`src/design/hsl_pkg.sv`:
```
// Shared constants, types and the hue weight function for the HSL saturation scaler.
`timescale 1ns / 1ps
`default_nettype none
package hsl_pkg;

	// pipeline depth of each divider
	localparam int DIV_STAGES = 5;

	// hue is held in 1/64 degree units
	localparam logic signed [16:0] HUE_FULL       = 17'sd23040;
	localparam logic signed [16:0] HUE_THIRD      = 17'sd7680;
	localparam logic signed [16:0] HUE_SIXTH      = 17'sd3840;
	localparam logic signed [16:0] HUE_HALF       = 17'sd11520;
	localparam logic signed [16:0] HUE_TWO_THIRDS = 17'sd15360;

	localparam logic [16:0] ONE_Q16  = 17'd65536;
	localparam logic [16:0] HALF_Q16 = 17'd32768;

	// ceil(2^19 / 15), exact quotient by 15 for values below 2^16
	localparam logic [15:0] RECIP_15 = 16'd34953;

	typedef enum logic [1:0] {
		SECT_RED,
		SECT_GREEN,
		SECT_BLUE
	} sector_t;

	// ramp weight on [0, 3840] for one channel, hue already offset
	function automatic logic [11:0] hue_weight(input logic signed [16:0] t_in);
		logic signed [16:0] t;
		logic [11:0] w;
		t = t_in;
		if (t < 0)
			t = t + HUE_FULL;
		else if (t > HUE_FULL)
			t = t - HUE_FULL;
		priority if (t < HUE_SIXTH) begin
			w = 12'(t);
		end else if (t < HUE_HALF) begin
			w = 12'(HUE_SIXTH);
		end else if (t < HUE_TWO_THIRDS) begin
			w = 12'(HUE_TWO_THIRDS - t);
		end else begin
			w = 12'd0;
		end
		return w;
	endfunction

endpackage
`default_nettype wire

```
`src/design/hsl_chan.sv`:
```
// Three-stage back end for one color channel: ramp value, scale to full range, divide by 15 and clamp.
`timescale 1ns / 1ps
`default_nettype none
module hsl_chan
	import hsl_pkg::*;
#(
	parameter int CB = 8
) (
	input  wire logic          clk,
	input  wire logic          en,
	input  wire logic [17:0]   p,
	input  wire logic [17:0]   qp,      // q - p
	input  wire logic [11:0]   w,
	output logic      [CB-1:0] val
);

	localparam logic [CB-1:0] MAXV = CB'((1 << CB) - 1);

	logic [29:0]    x_s1;
	logic [16:0]    z_s2;
	logic [CB-1:0]  v_s3;

	logic [29:0]    x_n;
	logic [29+CB:0] y_n;
	logic [32:0]    zr_n;
	logic [13:0]    v_n;

	// X = p*3840 + (q-p)*w
	assign x_n = (30'(p) << 12) - (30'(p) << 8) + 30'(qp) * 30'(w);

	// Z = floor(X*M / 2^24), then divide by 15
	assign y_n  = (30+CB)'(x_s1) * (30+CB)'(MAXV);
	assign zr_n = 33'(z_s2) * 33'(RECIP_15);
	assign v_n  = zr_n[19 +: 14];

	always_ff @(posedge clk) begin
		if (en) begin
			x_s1 <= x_n;
			z_s2 <= 17'(y_n[29+CB:24]);
			v_s3 <= (v_n > 14'(MAXV)) ? MAXV : v_n[CB-1:0];
		end
	end

	assign val = v_s3;

endmodule
`default_nettype wire

```
`config.mk`:
```
export PLATFORM = sky130hd
export DESIGN_NAME = hsl_chan
export DESIGN_NICKNAME = d
export VERILOG_FILES = /design/src/design/hsl_pkg.sv /design/src/design/hsl_chan.sv
export SDC_FILE = /design/constraint.sdc
export NUM_CORES = 1
export LEC_CHECK = 0
export BUFFER_PORTS_ARGS = -buffer_cell sky130_fd_sc_hd__buf_2
export CORE_MARGIN = 2
export CORE_UTILIZATION = 60
export DETAILED_ROUTE_END_ITERATION = 7
export GPL_ROUTABILITY_DRIVEN = 0
export GPL_TIMING_DRIVEN = 1
export PLACE_DENSITY = 0.78
export SLEW_MARGIN = 0
export SYNTH_ARGS = -nofsm -noshare
export SYNTH_HDL_FRONTEND = slang
export SYNTH_SLANG_ARGS = --single-unit
```
`constraint.sdc`:
```
create_clock -name clk -period 8 [get_ports clk]
set_input_delay 0.8 -clock clk [delete_from_list [all_inputs] [get_ports clk]]
set_output_delay 0.8 -clock clk [all_outputs]
set_load 0.1 [all_outputs]
```
Word level (Yosys, flattened, before mapping)
Cells that the tools add are included.
- bits in registers: 52
- input port bits: 50
- output and inout bits: 8
- logic and storage cells: 9
- add/sub/neg operators: 2
- $mul: 3
- $lt $le $gt $ge: 1
- operators by type and width (cell ; count):
    30-bit by 8-bit multiplier with 38-bit output (second input constant) ; 1
    30-bit adder ; 1
    14-bit by 16-bit multiplier with 30-bit output (second input constant) ; 1
    18-bit by 12-bit multiplier with 30-bit output ; 1
    30-bit by 26-bit subtractor with 30-bit output ; 1
    11-bit by 8-bit > comparator with 1-bit output (second input constant) ; 1

Depth between registers and ports, before layout
- depth in word-level cells: 2
- mapped depth: 24
- gate-level depth less buffers: 23

Worst setup path before layout
Ideal clock, no wire load.
- path type: input to register
- start: input w[5]
- end: register x_s1[27], data pin
- setup time: 0.259 ns
- arrival time: 6.424 ns
- data required time: 7.741 ns
- slack: 1.317 ns
- stages on the path: 22
- path through: clkbuf_1 > clkbuf_1 > nand2_1 > fa_1 > fa_1 > inv_1 > fa_1 > fa_1 > fa_1 > inv_1 > fa_1 > inv_1 > ha_1 > o21a_1 > a211oi_2 > a21oi_2 > o221a_2 > a311oi_2 > o21ba_1 > o21ba_2 > nor3_1 > a211o_1
- word-level cells in the longest chain between the ends: 2
- RTL lines (what ; line ; text):
    start, declared ; hsl_chan.sv:13 ; input wire logic [11:0] w,
    18-bit by 12-bit multiplier with 30-bit output ; hsl_chan.sv:29 ; assign x_n = (30'(p) << 12) - (30'(p) << 8) + 30'(qp) * 30'(w);
    30-bit adder ; hsl_chan.sv:29 ;
    named net x_n[27] ; hsl_chan.sv:23 ; logic [29:0] x_n;
    end signal, assigned ; hsl_chan.sv:38 ; x_s1 <= x_n;
    end, declared ; hsl_chan.sv:19 ; logic [29:0] x_s1;
The timed path passes the listed nets, and every way through them passes these cells.
A chain may end at the register's enable or synchronous reset.

Worst setup path in the final report
- start: input w[1]
- end: register x_s1[27], data pin
The elaborated chain is that of the path after synthesis.

==> flow_summary.json <==
{
  "dieArea_um2": 27940,
  "crit_path_top_delay_cell": "fa_1",
  "reg2reg_slack_ns": 2.76,
  "cts_resized": 0,
  "antenna_left": 0,
  "path_clk_slew_ns": 0.08,
  "cp-start-kind": "input pin",
  "fin_tns_setup_ns": 0,
  "synth.area.top_cells": "fa_1, ha_1, inv_1",
  "drt_first_pass_iters": 8,
  "synth_edf_count": 52,
  "fp.coreArea_um2": 26130,
  "grt_setup_unrepaired": "false",
  "crit_path_frequent_cell": "fa_1",
  "vias_per_cell": 5.252,
  "min_path_type": "input pin to register",
  "crit_path_max_fanout": 18,
  "crit_path_start": "w[1]",
  "vias": 10310,
  "skew_ns": 0.01127,
  "ctsHtreeMaxLevel": 2,
  "status": "finished, violations left",
  "yosysMostFrequentCell": "inv_1",
  "port-buffer-count": 57,
  "crit_type": "input pin to register",
  "fillerInstances": 2062,
  "hold_start": "qp[0]",
  "dr.first_iter.drc_count": 460,
  "area_delta_synth_final_pct": 4.621,
  "yosys_warnings": 0,
  "nets": 2241,
  "finalCritPeriodShare_pct": 82.24,
  "synthCells": 1594,
  "slew-limit-headroom_pct": 54.29,
  "slew_viol_final": 0,
  "clockRootBuffer": "clkbuf_16",
  "synthTopCellsByCount": "inv_1, fa_1, ha_1",
  "die-height_um": 167.2,
  "crit_path_end_kind": "register",
  "critPathMaxStageDelay_ns": 0.54,
  "hold-path-endpoint": "x_s1[0]$_DFFE_PP_",
  "arrival_ns": 6.65,
  "synth_cell_types": 57,
  "post-cts-setup-buffers": 0,
  "cts_hold_buf": 0,
  "drc": 6,
  "cp.required_ns": 8.07,
  "hold_depth": 2,
  "cap_violations": 0,
  "dieWidth_um": 167.2,
  "wirelength_mm": 29.81,
  "cts_buffer_depth": 2,
  "seq_area_frac_synth_pct": 9.776,
  "synth_area_um2": 15970,
  "violations": "DRC",
  "grt_antenna_before_repair": 0,
  "netlist.top_cell.by_area": "fa_1",
  "dp_hpwl_mm": 26.60,
  "setup_viol": 0,
  "synth.top_cell.area_share_pct": 44.49,
  "max_freq_mhz": 152.0,
  "clock-sinks": 52,
  "clk_latency_ns": 0.31,
  "synth-async-reset-ratio_pct": 0,
  "rr_worst_depth": 17,
  "grt_max_degree": 53,
  "multi_input_area_um2": 12570,
  "start_util_pct": 61.12,
  "synthesis.nets": 2210,
  "rows": 59,
  "wire_per_inst_um": 15.19,
  "cts_inserted_buffers": 5,
  "ys_ff_latch": 52,
  "overflow": 0,
  "path_cells": "buf_2 > nand2_1 > fa_1 > inv_1 > fa_1 > ha_1 > fa_1 > inv_1 > fa_1 > inv_1 > ha_1 > ha_1 > fa_1 > a21oi_1 > o21ai_2 > o221ai_2 > a21oi_2 > o221a_2 > a311oi_2 > o21ba_1 > o21ba_2 > nor3_1 > a211o_1",
  "reg2reg_from": "x_s1[3]$_DFFE_PP_",
  "cts_tree": "yes",
  "grt_usage_pct": 23.47,
  "drive_gt1_share_pct": 5.105,
  "ios": 58,
  "avgSynthCellArea_um2": 10.02,
  "seqCellArea_um2": 1562,
  "rr_endpoint": "z_s2[13]$_DFFE_PP_",
  "hold_viol": 0,
  "worstMarginPinSlew_ns": 0.6857,
  "synth_top_flop_cell": "edfxtp_1",
  "first_global_vias": 11590,
  "grt_pass1_wl_mm": 53.54,
  "min_period_ns": 6.579
}
-- critical path: cells and delay by family --
family	cells	cell delay, ns
adder cells (fa/ha/maj)	8	3.33
AND/OR/NAND/NOR	2	0.18
buffers and inverters	4	0.39
AO/OA/AOI/OAI	9	1.93
-- state kept, by name, indices dropped and copies added (netlist names) --
| signal | flops |
|---|---|
| x_s1 | 30 |
| z_s2 | 14 |
| val | 8 |
-- placed cells by master (no fill, tap or decap), drive strengths merged, types with 3 or more instances in the layout --
master  count
inv       458
fa        355
ha        211
nand2     147
and2       86
buf        58
edfxtp     52
xnor2      33
a21oi      31
nor2       28
o21ai      23
nor3       12
nand2b     12
xor2       11
a21o       10
o21a        9
a211oi      9
nand3       8
or3         5
clkbuf      5
o211ai      4
nand4       4
and3        4
o31a        4
o21bai      4
a31oi       4
or2         4
nor2b       3
-- area by class of cell --
| type | count | area share (%) |
|---|---|---|
| Tap cell | 335 | 2.508 |
| Timing Repair Buffer | 58 | 1.752 |
| Multi-Input combinational cell | 1051 | 75.21 |
| Clock inverter | 3 | 0.1572 |
| Clock buffer | 5 | 0.7487 |
| Antenna cell | 1 | 0.01497 |
| Sequential cell | 52 | 9.344 |
| Inverter | 457 | 10.27 |
-- metal layers --
metal  global-route usage (%)  part of all wire [%]  up-vias
met5                        0                     0        -
met4                    5.142                   1.4        0
met3                    2.671                   4.7       34
met2                    42.16                    51      241
met1                    30.97                    43     5177
li1                         -                     -     4853
-- stage by stage --
stage	util [%]	cells	hold WS [ns]	area, um^2	setup slack [ns]
finish	63.95	1962	1.007	16710	1.421
global route	63.94	1961	1.042	16710	1.087
CTS	63.94	1961	0.9995	16710	1.399
detailed placement	63.36	1953	1.157	16560	1.084
global placement	63.36	1953	1.142	16560	1.245
floorplan	-	1594	0.9125	15970	1.317
-- kinds of logic after synthesis --
family          Yosys count  synth area share (%)
mux                       1               0.06267
fa+ha+maj               566                 61.02
buf+inv                 491                 11.54
simple gates            319                 9.698
flops                    52                 9.776
compound gates          121                 5.491
xor+xnor                 44                 2.413
-- worst max path at each step --
stage | to | slack (ns) | cells past startpoint
floorplan | x_s1[27]$_DFFE_PP_ | 1.32 | 22
global placement | x_s1[29]$_DFFE_PP_ | 1.24 | 22
detailed placement | x_s1[29]$_DFFE_PP_ | 1.08 | 22
CTS | x_s1[29]$_DFFE_PP_ | 1.40 | 22
global route | x_s1[27]$_DFFE_PP_ | 1.09 | 23
finish | x_s1[27]$_DFFE_PP_ | 1.42 | 23
Power is not shown: default switching activity piles up to over one toggle a cycle in this logic, so the estimate is an artifact.
