## src/design/hsl_pkg.sv

```systemverilog
// Shared constants, types and the hue weight function for the HSL saturation scaler.
`timescale 1ns / 1ps
`default_nettype none
package hsl_pkg;

	// pipeline depth of each divider
	localparam int DIV_STAGES = 5;

	// hue is held in 1/64 degree units
	localparam logic signed [16:0] HUE_FULL       = 17'sd23040;
	localparam logic signed [16:0] HUE_THIRD      = 17'sd7680;
	localparam logic signed [16:0] HUE_SIXTH      = 17'sd3840;
	localparam logic signed [16:0] HUE_HALF       = 17'sd11520;
	localparam logic signed [16:0] HUE_TWO_THIRDS = 17'sd15360;

	localparam logic [16:0] ONE_Q16  = 17'd65536;
	localparam logic [16:0] HALF_Q16 = 17'd32768;

	// ceil(2^19 / 15), exact quotient by 15 for values below 2^16
	localparam logic [15:0] RECIP_15 = 16'd34953;

	typedef enum logic [1:0] {
		SECT_RED,
		SECT_GREEN,
		SECT_BLUE
	} sector_t;

	// ramp weight on [0, 3840] for one channel, hue already offset
	function automatic logic [11:0] hue_weight(input logic signed [16:0] t_in);
		logic signed [16:0] t;
		logic [11:0] w;
		t = t_in;
		if (t < 0)
			t = t + HUE_FULL;
		else if (t > HUE_FULL)
			t = t - HUE_FULL;
		priority if (t < HUE_SIXTH) begin
			w = 12'(t);
		end else if (t < HUE_HALF) begin
			w = 12'(HUE_SIXTH);
		end else if (t < HUE_TWO_THIRDS) begin
			w = 12'(HUE_TWO_THIRDS - t);
		end else begin
			w = 12'd0;
		end
		return w;
	endfunction

endpackage
`default_nettype wire

```

## src/design/hsl_div_pipe.sv

```systemverilog
// Pipelined restoring divider, a few quotient bits per stage, with a payload lane.
`timescale 1ns / 1ps
`default_nettype none
module hsl_div_pipe
	import hsl_pkg::*;
#(
	parameter int QW = 12,
	parameter int DW = 9,
	parameter int PW = 1
) (
	input  wire logic          clk,
	input  wire logic          en,
	input  wire logic [DW-1:0] num_hi,   // dividend >> QW, below divisor
	input  wire logic [QW-1:0] num_lo,
	input  wire logic [DW-1:0] divisor,
	input  wire logic [PW-1:0] pay_in,
	output logic      [QW-1:0] quo,
	output logic      [PW-1:0] pay_out
);

	localparam int SPS = (QW + DIV_STAGES - 1) / DIV_STAGES;

	logic [DW-1:0] rem_s [DIV_STAGES-1];
	logic [QW-1:0] lo_s  [DIV_STAGES-1];
	logic [DW-1:0] div_s [DIV_STAGES-1];
	logic [QW-1:0] quo_s [DIV_STAGES];
	logic [PW-1:0] pay_s [DIV_STAGES];

	for (genvar g = 0; g < DIV_STAGES; g++) begin : g_stage
		logic [DW-1:0] rem_i, dv_i, rem_n;
		logic [QW-1:0] lo_i, quo_i, lo_n, quo_n;
		logic [PW-1:0] pay_i;

		if (g == 0) begin : g_first
			assign rem_i = num_hi;
			assign lo_i  = num_lo;
			assign dv_i  = divisor;
			assign quo_i = '0;
			assign pay_i = pay_in;
		end else begin : g_next
			assign rem_i = rem_s[g-1];
			assign lo_i  = lo_s[g-1];
			assign dv_i  = div_s[g-1];
			assign quo_i = quo_s[g-1];
			assign pay_i = pay_s[g-1];
		end

		always_comb begin : steps
			logic [DW:0] tr;
			rem_n = rem_i;
			lo_n  = lo_i;
			quo_n = quo_i;
			tr    = '0;
			for (int j = 0; j < SPS; j++) begin
				if (g * SPS + j < QW) begin
					tr = {rem_n, lo_n[QW-1]};
					if (tr >= {1'b0, dv_i}) begin
						tr    = tr - {1'b0, dv_i};
						quo_n = {quo_n[QW-2:0], 1'b1};
					end else begin
						quo_n = {quo_n[QW-2:0], 1'b0};
					end
					rem_n = tr[DW-1:0];
					lo_n  = {lo_n[QW-2:0], 1'b0};
				end
			end
		end

		always_ff @(posedge clk) begin
			if (en) begin
				quo_s[g] <= quo_n;
				pay_s[g] <= pay_i;
			end
		end

		if (g < DIV_STAGES - 1) begin : g_carry
			always_ff @(posedge clk) begin
				if (en) begin
					rem_s[g] <= rem_n;
					lo_s[g]  <= lo_n;
					div_s[g] <= dv_i;
				end
			end
		end
	end

	assign quo     = quo_s[DIV_STAGES-1];
	assign pay_out = pay_s[DIV_STAGES-1];

endmodule
`default_nettype wire

```

## config.mk

```make
export PLATFORM = sky130hd
export DESIGN_NAME = hsl_div_pipe
export DESIGN_NICKNAME = d
export VERILOG_FILES = /design/src/design/hsl_pkg.sv /design/src/design/hsl_div_pipe.sv
export SDC_FILE = /design/constraint.sdc
export NUM_CORES = 1
export LEC_CHECK = 0
export ABC_AREA = 1
export BUFFER_PORTS_ARGS = -buffer_cell sky130_fd_sc_hd__buf_2
export CAP_MARGIN = 20
export CORE_UTILIZATION = 35
export CTS_CLUSTER_DIAMETER = 80
export CTS_CLUSTER_SIZE = 20
export DETAILED_ROUTE_END_ITERATION = 12
export GPL_TIMING_DRIVEN = 0
export PLACE_DENSITY = 0.54
export SLEW_MARGIN = 10
export SYNTH_ARGS = -nofsm -noshare
export SYNTH_HDL_FRONTEND = slang
export SYNTH_SLANG_ARGS = --single-unit
```

## constraint.sdc

```tcl
create_clock -name clk -period 5.2 [get_ports clk]
set_input_delay 0.26 -clock clk [delete_from_list [all_inputs] [get_ports clk]]
set_output_delay 0.26 -clock clk [all_outputs]
set_load 0.02 [all_outputs]
```

# Word level (Yosys, flattened, before mapping)
# Memories as Yosys holds them, arrays and structs flattened.
# Index checks and enable logic that the tools add are counted.
[word_totals] memories=5 inputBits=33 mem_bits_rw=173 register_bits=0
[mem_list] name="quo_s" depth=5 width=12 rd=5 rd_ports_with_merged_regs=0 write_ports=5 line_no="hsl_div_pipe.sv:26" text="logic [QW-1:0] quo_s [DIV_STAGES];"
[mem_list] name="div_s" depth=4 width=9 rd=3 rd_ports_with_merged_regs=0 write_ports=4 line_no="hsl_div_pipe.sv:25" text="logic [DW-1:0] div_s [DIV_STAGES-1];"
[mem_list] name="lo_s" depth=4 width=9 rd=3 rd_ports_with_merged_regs=0 write_ports=4 line_no="hsl_div_pipe.sv:24" text="logic [QW-1:0] lo_s [DIV_STAGES-1];"
[mem_list] name="rem_s" depth=4 width=9 rd=3 rd_ports_with_merged_regs=0 write_ports=4 line_no="hsl_div_pipe.sv:23" text="logic [DW-1:0] rem_s [DIV_STAGES-1];"
[mem_list] name="pay_s" depth=5 width=1 rd=5 rd_ports_with_merged_regs=0 write_ports=5 line_no="hsl_div_pipe.sv:27" text="logic [PW-1:0] pay_s [DIV_STAGES];"
[op_classes] order_cmp=12 add_sub_neg=12 n_mux=26
[ops] operator="10-bit by 9-bit >= comparator with 1-bit output" count=12
[ops] operator="9-bit two-way mux" count=12
[ops] operator="9-bit subtractor" count=12
[ops] operator="1-bit two-way mux" count=14

# Depth between registers and ports, before layout
# Gate-level depths: netlist of run 1.
# An unclocked memory read counts as a cell.
[depth] word_depth=7 ltp_mapped=35 ltp_nobuf=34

# Least setup slack after synthesis of run 1
# OpenSTA, ideal clock, no wires.
[synth_timing] path_type="input -> register" from="input num_lo[11]" to="memory rem_s[0][1], data pin" path_buffers=1 required_time_ps=4948 slack_ps=615 arrival_ps=4333 cell_stages=32 path_cell_list="inv_1 > ha_1 > inv_1 > fa_1 > nand3_1 > nand3_1 > nand2_1 > nand2_1 > a21oi_2 > o21ai_0 > ha_1 > nand2_1 > inv_1 > a21oi_1 > nand2_1 > a21oi_4 > nand2_4 > nor2_8 > buf_8 > nand2_1 > o21ai_2 > ha_1 > a21oi_1 > nand2_1 > nand2_1 > nand3_1 > o21ai_1 > inv_1 > nor2_1 > nand3_2 > nand2_1 > nand2_1"
[synth_rtl] element="from (decl)" line_no="hsl_div_pipe.sv:14" text="input wire logic [QW-1:0] num_lo,"
[synth_rtl] element="to (decl)" line_no="hsl_div_pipe.sv:23"

==> results of run 1 <==
==> cells by family after synthesis <==
logic type | after synthesis | share of synthesized area, %
flip-flops | 119 | 36.5
AO/OA/AOI/OAI | 148 | 9.65
XOR/XNOR | 62 | 5.55
buffers and inverters | 158 | 6.55
adder cells (fa/ha/maj) | 119 | 16.1
AND/OR/NAND/NOR | 548 | 25.6
==> timing repair <==
| item | 4_1_cts | 5_1_grt |
|---|---|---|
| buffers inserted | 5 | 36 |
| gates cloned | 2 | 2 |
| hold endpoints to repair | 8 | 1 |
| resized for setup | 12 | 89 |
| hold buffers | 8 | 1 |
| setup endpoints to repair | 21 | 31 |
| pin swaps | 3 | 29 |
==> metrics by stage <==
step	worst slack, ps	hold slack (ps)
2_1_floorplan	615	359
3_3_place_gp	-287	403
3_5_place_dp	-303	405
4_1_cts	-17.8	0.639
5_1_grt	-33.5	13.7
6_report	266	21.2
==> critical path, delay by kind of cell, from the launching register on <==
| kind | cells | cell delay (ps) |
|---|---|---|
| buffers and inverters | 5 | 610 |
| adders and majority gates | 4 | 1030 |
| and+or+nand+nor | 19 | 1780 |
| DFF | 1 | 370 |
| AOI/OAI and AO/OA | 5 | 870 |
==> metal layers <==
layer	track usage, %	part of all wire, %	routed length [microns]	up-vias
met5	0	0	0	-
met4	4.11	1.3	287	0
met3	2.82	2.8	629	23
met2	26.8	47	10700	109
met1	22.2	49	11200	3632
li1	-	-	-	4118
==> path summary, 6_finish.rpt <==
check / from / endpoint / slack, ps / cells past startpoint
min: num_lo[3] / lo_s[0][3]$_DFFE_PP_ / 20 / 1
max reg2reg: lo_s[0][8]$_DFFE_PP_ / rem_s[1][3]$_DFFE_PP_ / 270 / 33
max: lo_s[0][8]$_DFFE_PP_ / rem_s[1][3]$_DFFE_PP_ / 270 / 33
min reg2reg: lo_s[0][5]$_DFFE_PP_ / lo_s[1][8]$_DFFE_PP_ / 410 / 0
==> registers in the layout, indices dropped and copies added (netlist names) <==
register,cells
quo_s,42
lo_s,18
rem_s,27
pay_s,5
div_s,27
==> cell usage in the layout (no fill, tap or decap), types with 6 or more instances in the layout <==
| cell | instances |
|---|---|
| a21o_1 | 8 |
| a21oi_1 | 47 |
| a21oi_2 | 12 |
| a21oi_4 | 6 |
| a31oi_1 | 11 |
| buf_2 | 44 |
| buf_4 | 41 |
| clkbuf_16 | 18 |
| dlygate4sd3_1 | 9 |
| edfxtp_1 | 119 |
| fa_1 | 7 |
| ha_1 | 89 |
| ha_2 | 9 |
| ha_4 | 10 |
| inv_1 | 135 |
| inv_2 | 15 |
| inv_6 | 9 |
| nand2_1 | 330 |
| nand2_2 | 37 |
| nand2_4 | 7 |
| nand3_1 | 52 |
| nand3_2 | 12 |
| nand4_1 | 19 |
| nor2_1 | 51 |
| nor2_4 | 7 |
| nor3_1 | 11 |
| o21ai_0 | 22 |
| o21ai_2 | 24 |
| or2_2 | 8 |
| xnor2_1 | 23 |
| xor2_1 | 39 |
==> cell type report <==
cell class	instances	area [sq um]	share of cell area [%]
inverter	153	584	4.90
timing repair buffer	97	694	5.82
clock buffer	17	425	3.56
tap	372	465	3.90
multi-input combinational	880	5970	50.0
buffer	5	68.8	0.577
sequential	119	3570	29.9
clock inverter	15	153	1.28
==> impl_metrics.ini, run 1 <==
[status]
outcome = finished clean

[cells_and_area]
fin_util_pct = 43.9
nNetsFinal = 1425
fin_area_sq_um = 11900
fillers = 2727
area_delta_synth_final_pct = 22.0
diodes = 0
final_cells = 1658
drive_gt1_share_pct = 22.9

[route]
via_per_inst = 4.75
ant_nets = 0
drc = 0
drt_first_pass_iters = 5
drtIter0Drc = 487
drt-total-wl_mm = 22.9
drt-wirelength-per-cell_microns = 13.8
vias = 7882

[clocking]
cts_tree = built
cts.sinks = 119
cts.path.max_buffers = 2
clk_pin_slew_ps = 60
clk_latency_ps = 430
htreeDepth = 4
cts_buffers = 17
ctsRootBufferMaster = clkbuf_16

[floorplan]
fp-row-count = 60
core_area_sq_um = 27200
die_x_microns = 169
die_area_sq_um = 28600
initial_core_util_pct = 36.0
die_y_microns = 169
num_io_pins = 46

[yosys]
ys_warn_count = 0
syn_area_sq_um = 9780
async_reset_ff_share_pct = 0
synthTopCellsByArea = edfxtp_1 37%, ha_1 14%, nand2_1 13%
synth.avg_cell_area_sq_um = 8.48
netlist_instances = 1154
ys.flop_type = edfxtp_1
synth_edf_count = 119
synth_top_cell_by_area = edfxtp_1
seq_area_frac_synth_pct = 36.5
ys_top_cells_by_count = 342 x nand2_1, 147 x inv_1, 119 x edfxtp_1
synth_top_area_share_pct = 36.5
ys_ff_latch = 119
synthDistinctLibCells = 38
syn_nets = 1306
synth_most_common_cell = nand2_1

[sta]
setup_violations = 0
period_share_pct = 94.9
fmax_mhz = 203
timing.slew.headroom_pct = 61.5
finalHoldViolCount = 0
min_period_ps = 4930
final.setup.tns_ps = 0
final_max_slew_viol_count = 0
fin_skew_ps = 6.82
worst_pin_slew_ps = 577

[placed_design]
port_buffers = 45
gp_congestion = 0.868
placed_area_sq_um = 10500
dp.cells = 1572
hpwl_mm = 17.5

[job]
max-cap-violations = 0

[setup_path]
critPathMaxFanout = 8
crit_required_ps = 5380
cp_slowest_stage_delay_ps = 390
timing.critical_path.mode_cell = nand2_1
start_kind = flop
critPathArrivalTime_ps = 5110
crit_slowest_cell = fa_2
worstSetupPathType = flop to flop
cp-end-kind = flop

[global_route]
grt_pass1_wl_mm = 36.6
grt_max_degree = 62
grt_usage_pct = 16.3
grt_antenna_before_repair = 0
grt_pass1_vias = 7278
grt.overflow.total = 0

[hold_path]
hold_path.class = input port to flop
Power of run 1 is not shown: default switching activity piles up to over one toggle a cycle in this logic, so the estimate is an artifact.
==> run 2: changes to the inputs <==
CORE_MARGIN = 2   (was unset)
CORE_UTILIZATION = 61   (was 35)
CTS_CLUSTER_SIZE = 12   (was 20)
PLACE_DENSITY = 0.83   (was 0.54)
==> run 2 against run 1 <==
Net effect:
- utilization is 31 points higher
- maximum frequency down 1.6%
- first-iteration DRC count grew 9.2%
- die area is 40% lower
- register-to-register slack got worse by 80 ps
- final area fell by 1.2%
- critical path type unchanged
- critical endpoint is now rem_s[1][7]$_DFFE_PP_
- largest cell class unchanged
==> impl_metrics.ini, run 2 (synthesized netlist as in run 1, its figures left out) <==
[setup_path]
crit_required_ps = 5370
crit_slowest_cell = fa_1
reg2reg_to = rem_s[1][7]$_DFFE_PP_
worst-r2r-setup-slack_ps = 190
start_kind = flop
critPathMaxFanout = 10
rr_worst_depth = 30
worstSetupPathType = flop to flop
critPathArrivalTime_ps = 5190
cp-end-kind = flop
r2r_start = div_s[0][7]$_DFFE_PP_
cp_slowest_stage_delay_ps = 430
timing.critical_path.mode_cell = nand2_1

[status]
outcome = finished clean

[clocking]
htreeDepth = 4
cts.sinks = 119
cts.path.max_buffers = 2
cts_tree = built
clk_pin_slew_ps = 60
clk_latency_ps = 420
ctsRootBufferMaster = clkbuf_16
cts_buffers = 17

[cells_and_area]
fin_area_sq_um = 11800
nNetsFinal = 1423
top_regs = quo_s (42), div_s (27), rem_s (27)
largest_register = quo_s
multi_input_area_sq_um = 6000
largest_reg_flops = 42
regArea_sq_um = 3570
fillers = 1127
drive_gt1_share_pct = 22.8
final_common_cell = nand2_1
diodes = 0
final_cell_mix = 333 x nand2_1, 133 x inv_1, 119 x edfxtp_1
area_delta_synth_final_pct = 20.6

[floorplan]
die_y_microns = 131
core_area_sq_um = 15800
fp-row-count = 46
num_io_pins = 46
initial_core_util_pct = 62.0
die_area_sq_um = 17100
die_x_microns = 131

[hold_path]
hold_path.class = input port to flop
hold_end = div_s[0][5]$_DFFE_PP_
holdPathStages = 1
hold_path_startpoint = divisor[5]

[placed_design]
placed_area_sq_um = 10300
gp_congestion = 0.951
port_buffers = 45
hpwl_mm = 16.8

[route]
vias = 8384
drt-wirelength-per-cell_microns = 15.7
drc = 0
via_per_inst = 5.59
drt_first_pass_iters = 7
drt-total-wl_mm = 23.5
ant_nets = 0
drtIter0Drc = 532

[sta]
fin_skew_ps = 8.23
fmax_mhz = 199
finalHoldViolCount = 0
final_max_slew_viol_count = 0
rsz0062_at_grt = true
setup_violations = 0
timing.slew.headroom_pct = 66.7
worst_pin_slew_ps = 500
min_period_ps = 5010
period_share_pct = 96.4

[global_route]
gr-usage-met1_pct = 32.5
busiest_layer = met2
use_met3_pct = 5.70
grt_antenna_before_repair = 0
grt_usage_pct = 26.7
grt_pass1_vias = 7767
met2_usage_pct = 47.1
grt.overflow.total = 0
grt_pass1_wl_mm = 35.7
grt_max_degree = 101

[job]
max-cap-violations = 0
run 2: changes by cell type in the layout (fill, tap and decap cells not counted), sizes merged:
cell,delta
buf,-2
clkinv,+2
inv,-2
dlygate4sd3,+1
nand3,-1
run 2: stage by stage:
step	std cells	hold slack (ps)	setup slack (ps)	setup TNS (ps)	utilization, %
floorplan	1154	359	615	0	-
global placement	1415	400	-242	-4260	65.2
detailed placement	1416	405	-431	-7830	65.4
CTS	1455	0.597	3.75	0	69.8
global route	1500	28.8	-156	-1780	74.8
finish	1500	51.3	185	0	74.8
run 2: final cells by class:
class	count	share of cell area [%]
repair buffers	96	5.85
plain buffers	5	0.615
multi-input cells	879	50.8
clock inverters	15	1.52
clock buffers	17	3.61
well taps	216	2.29
flip-flops and latches	119	30.3
inverters	153	4.97
run 2: worst max path at each step:
stage	endpoint	startpoint	cells after the start	slack, ps
2_1_floorplan	rem_s[0][1]$_DFFE_PP_	num_lo[11]	32	610
3_3_place_gp	rem_s[0][1]$_DFFE_PP_	divisor[1]	31	-240
3_5_place_dp	rem_s[0][2]$_DFFE_PP_	divisor[1]	31	-430
4_1_cts	rem_s[1][7]$_DFFE_PP_	div_s[0][5]$_DFFE_PP_	31	4
5_1_grt	rem_s[1][6]$_DFFE_PP_	div_s[0][7]$_DFFE_PP_	32	-160
6_report	rem_s[1][7]$_DFFE_PP_	div_s[0][7]$_DFFE_PP_	30	190
run 2: routing by layer:
layer / share of wire [%] / up-vias / routed length [microns]
li1: - / 4131 / -
met1: 40 / 3878 / 9470
met2: 51 / 307 / 11900
met3: 5.8 / 68 / 1360
met4: 3.3 / 0 / 770
met5: 0 / - / 0
run 2: repair_timing:
item,in CTS,in global routing
endpoints found under the hold margin,5,5
resized for setup,9,94
setup endpoints to repair,29,31
gates cloned,0,3
setup buffers,2,37
pin swaps,1,29
hold buffers,5,5
run 2: worst max-delay path, delay by kind of cell, from the launching register on:
family / cells / cell delay (ps)
buffers and inverters: 5 / 580
DFF: 1 / 400
and+or+nand+nor: 17 / 1740
AOI/OAI and AO/OA: 5 / 920
adders and majority gates: 3 / 1100
Power of run 2 is left out for the same reason.
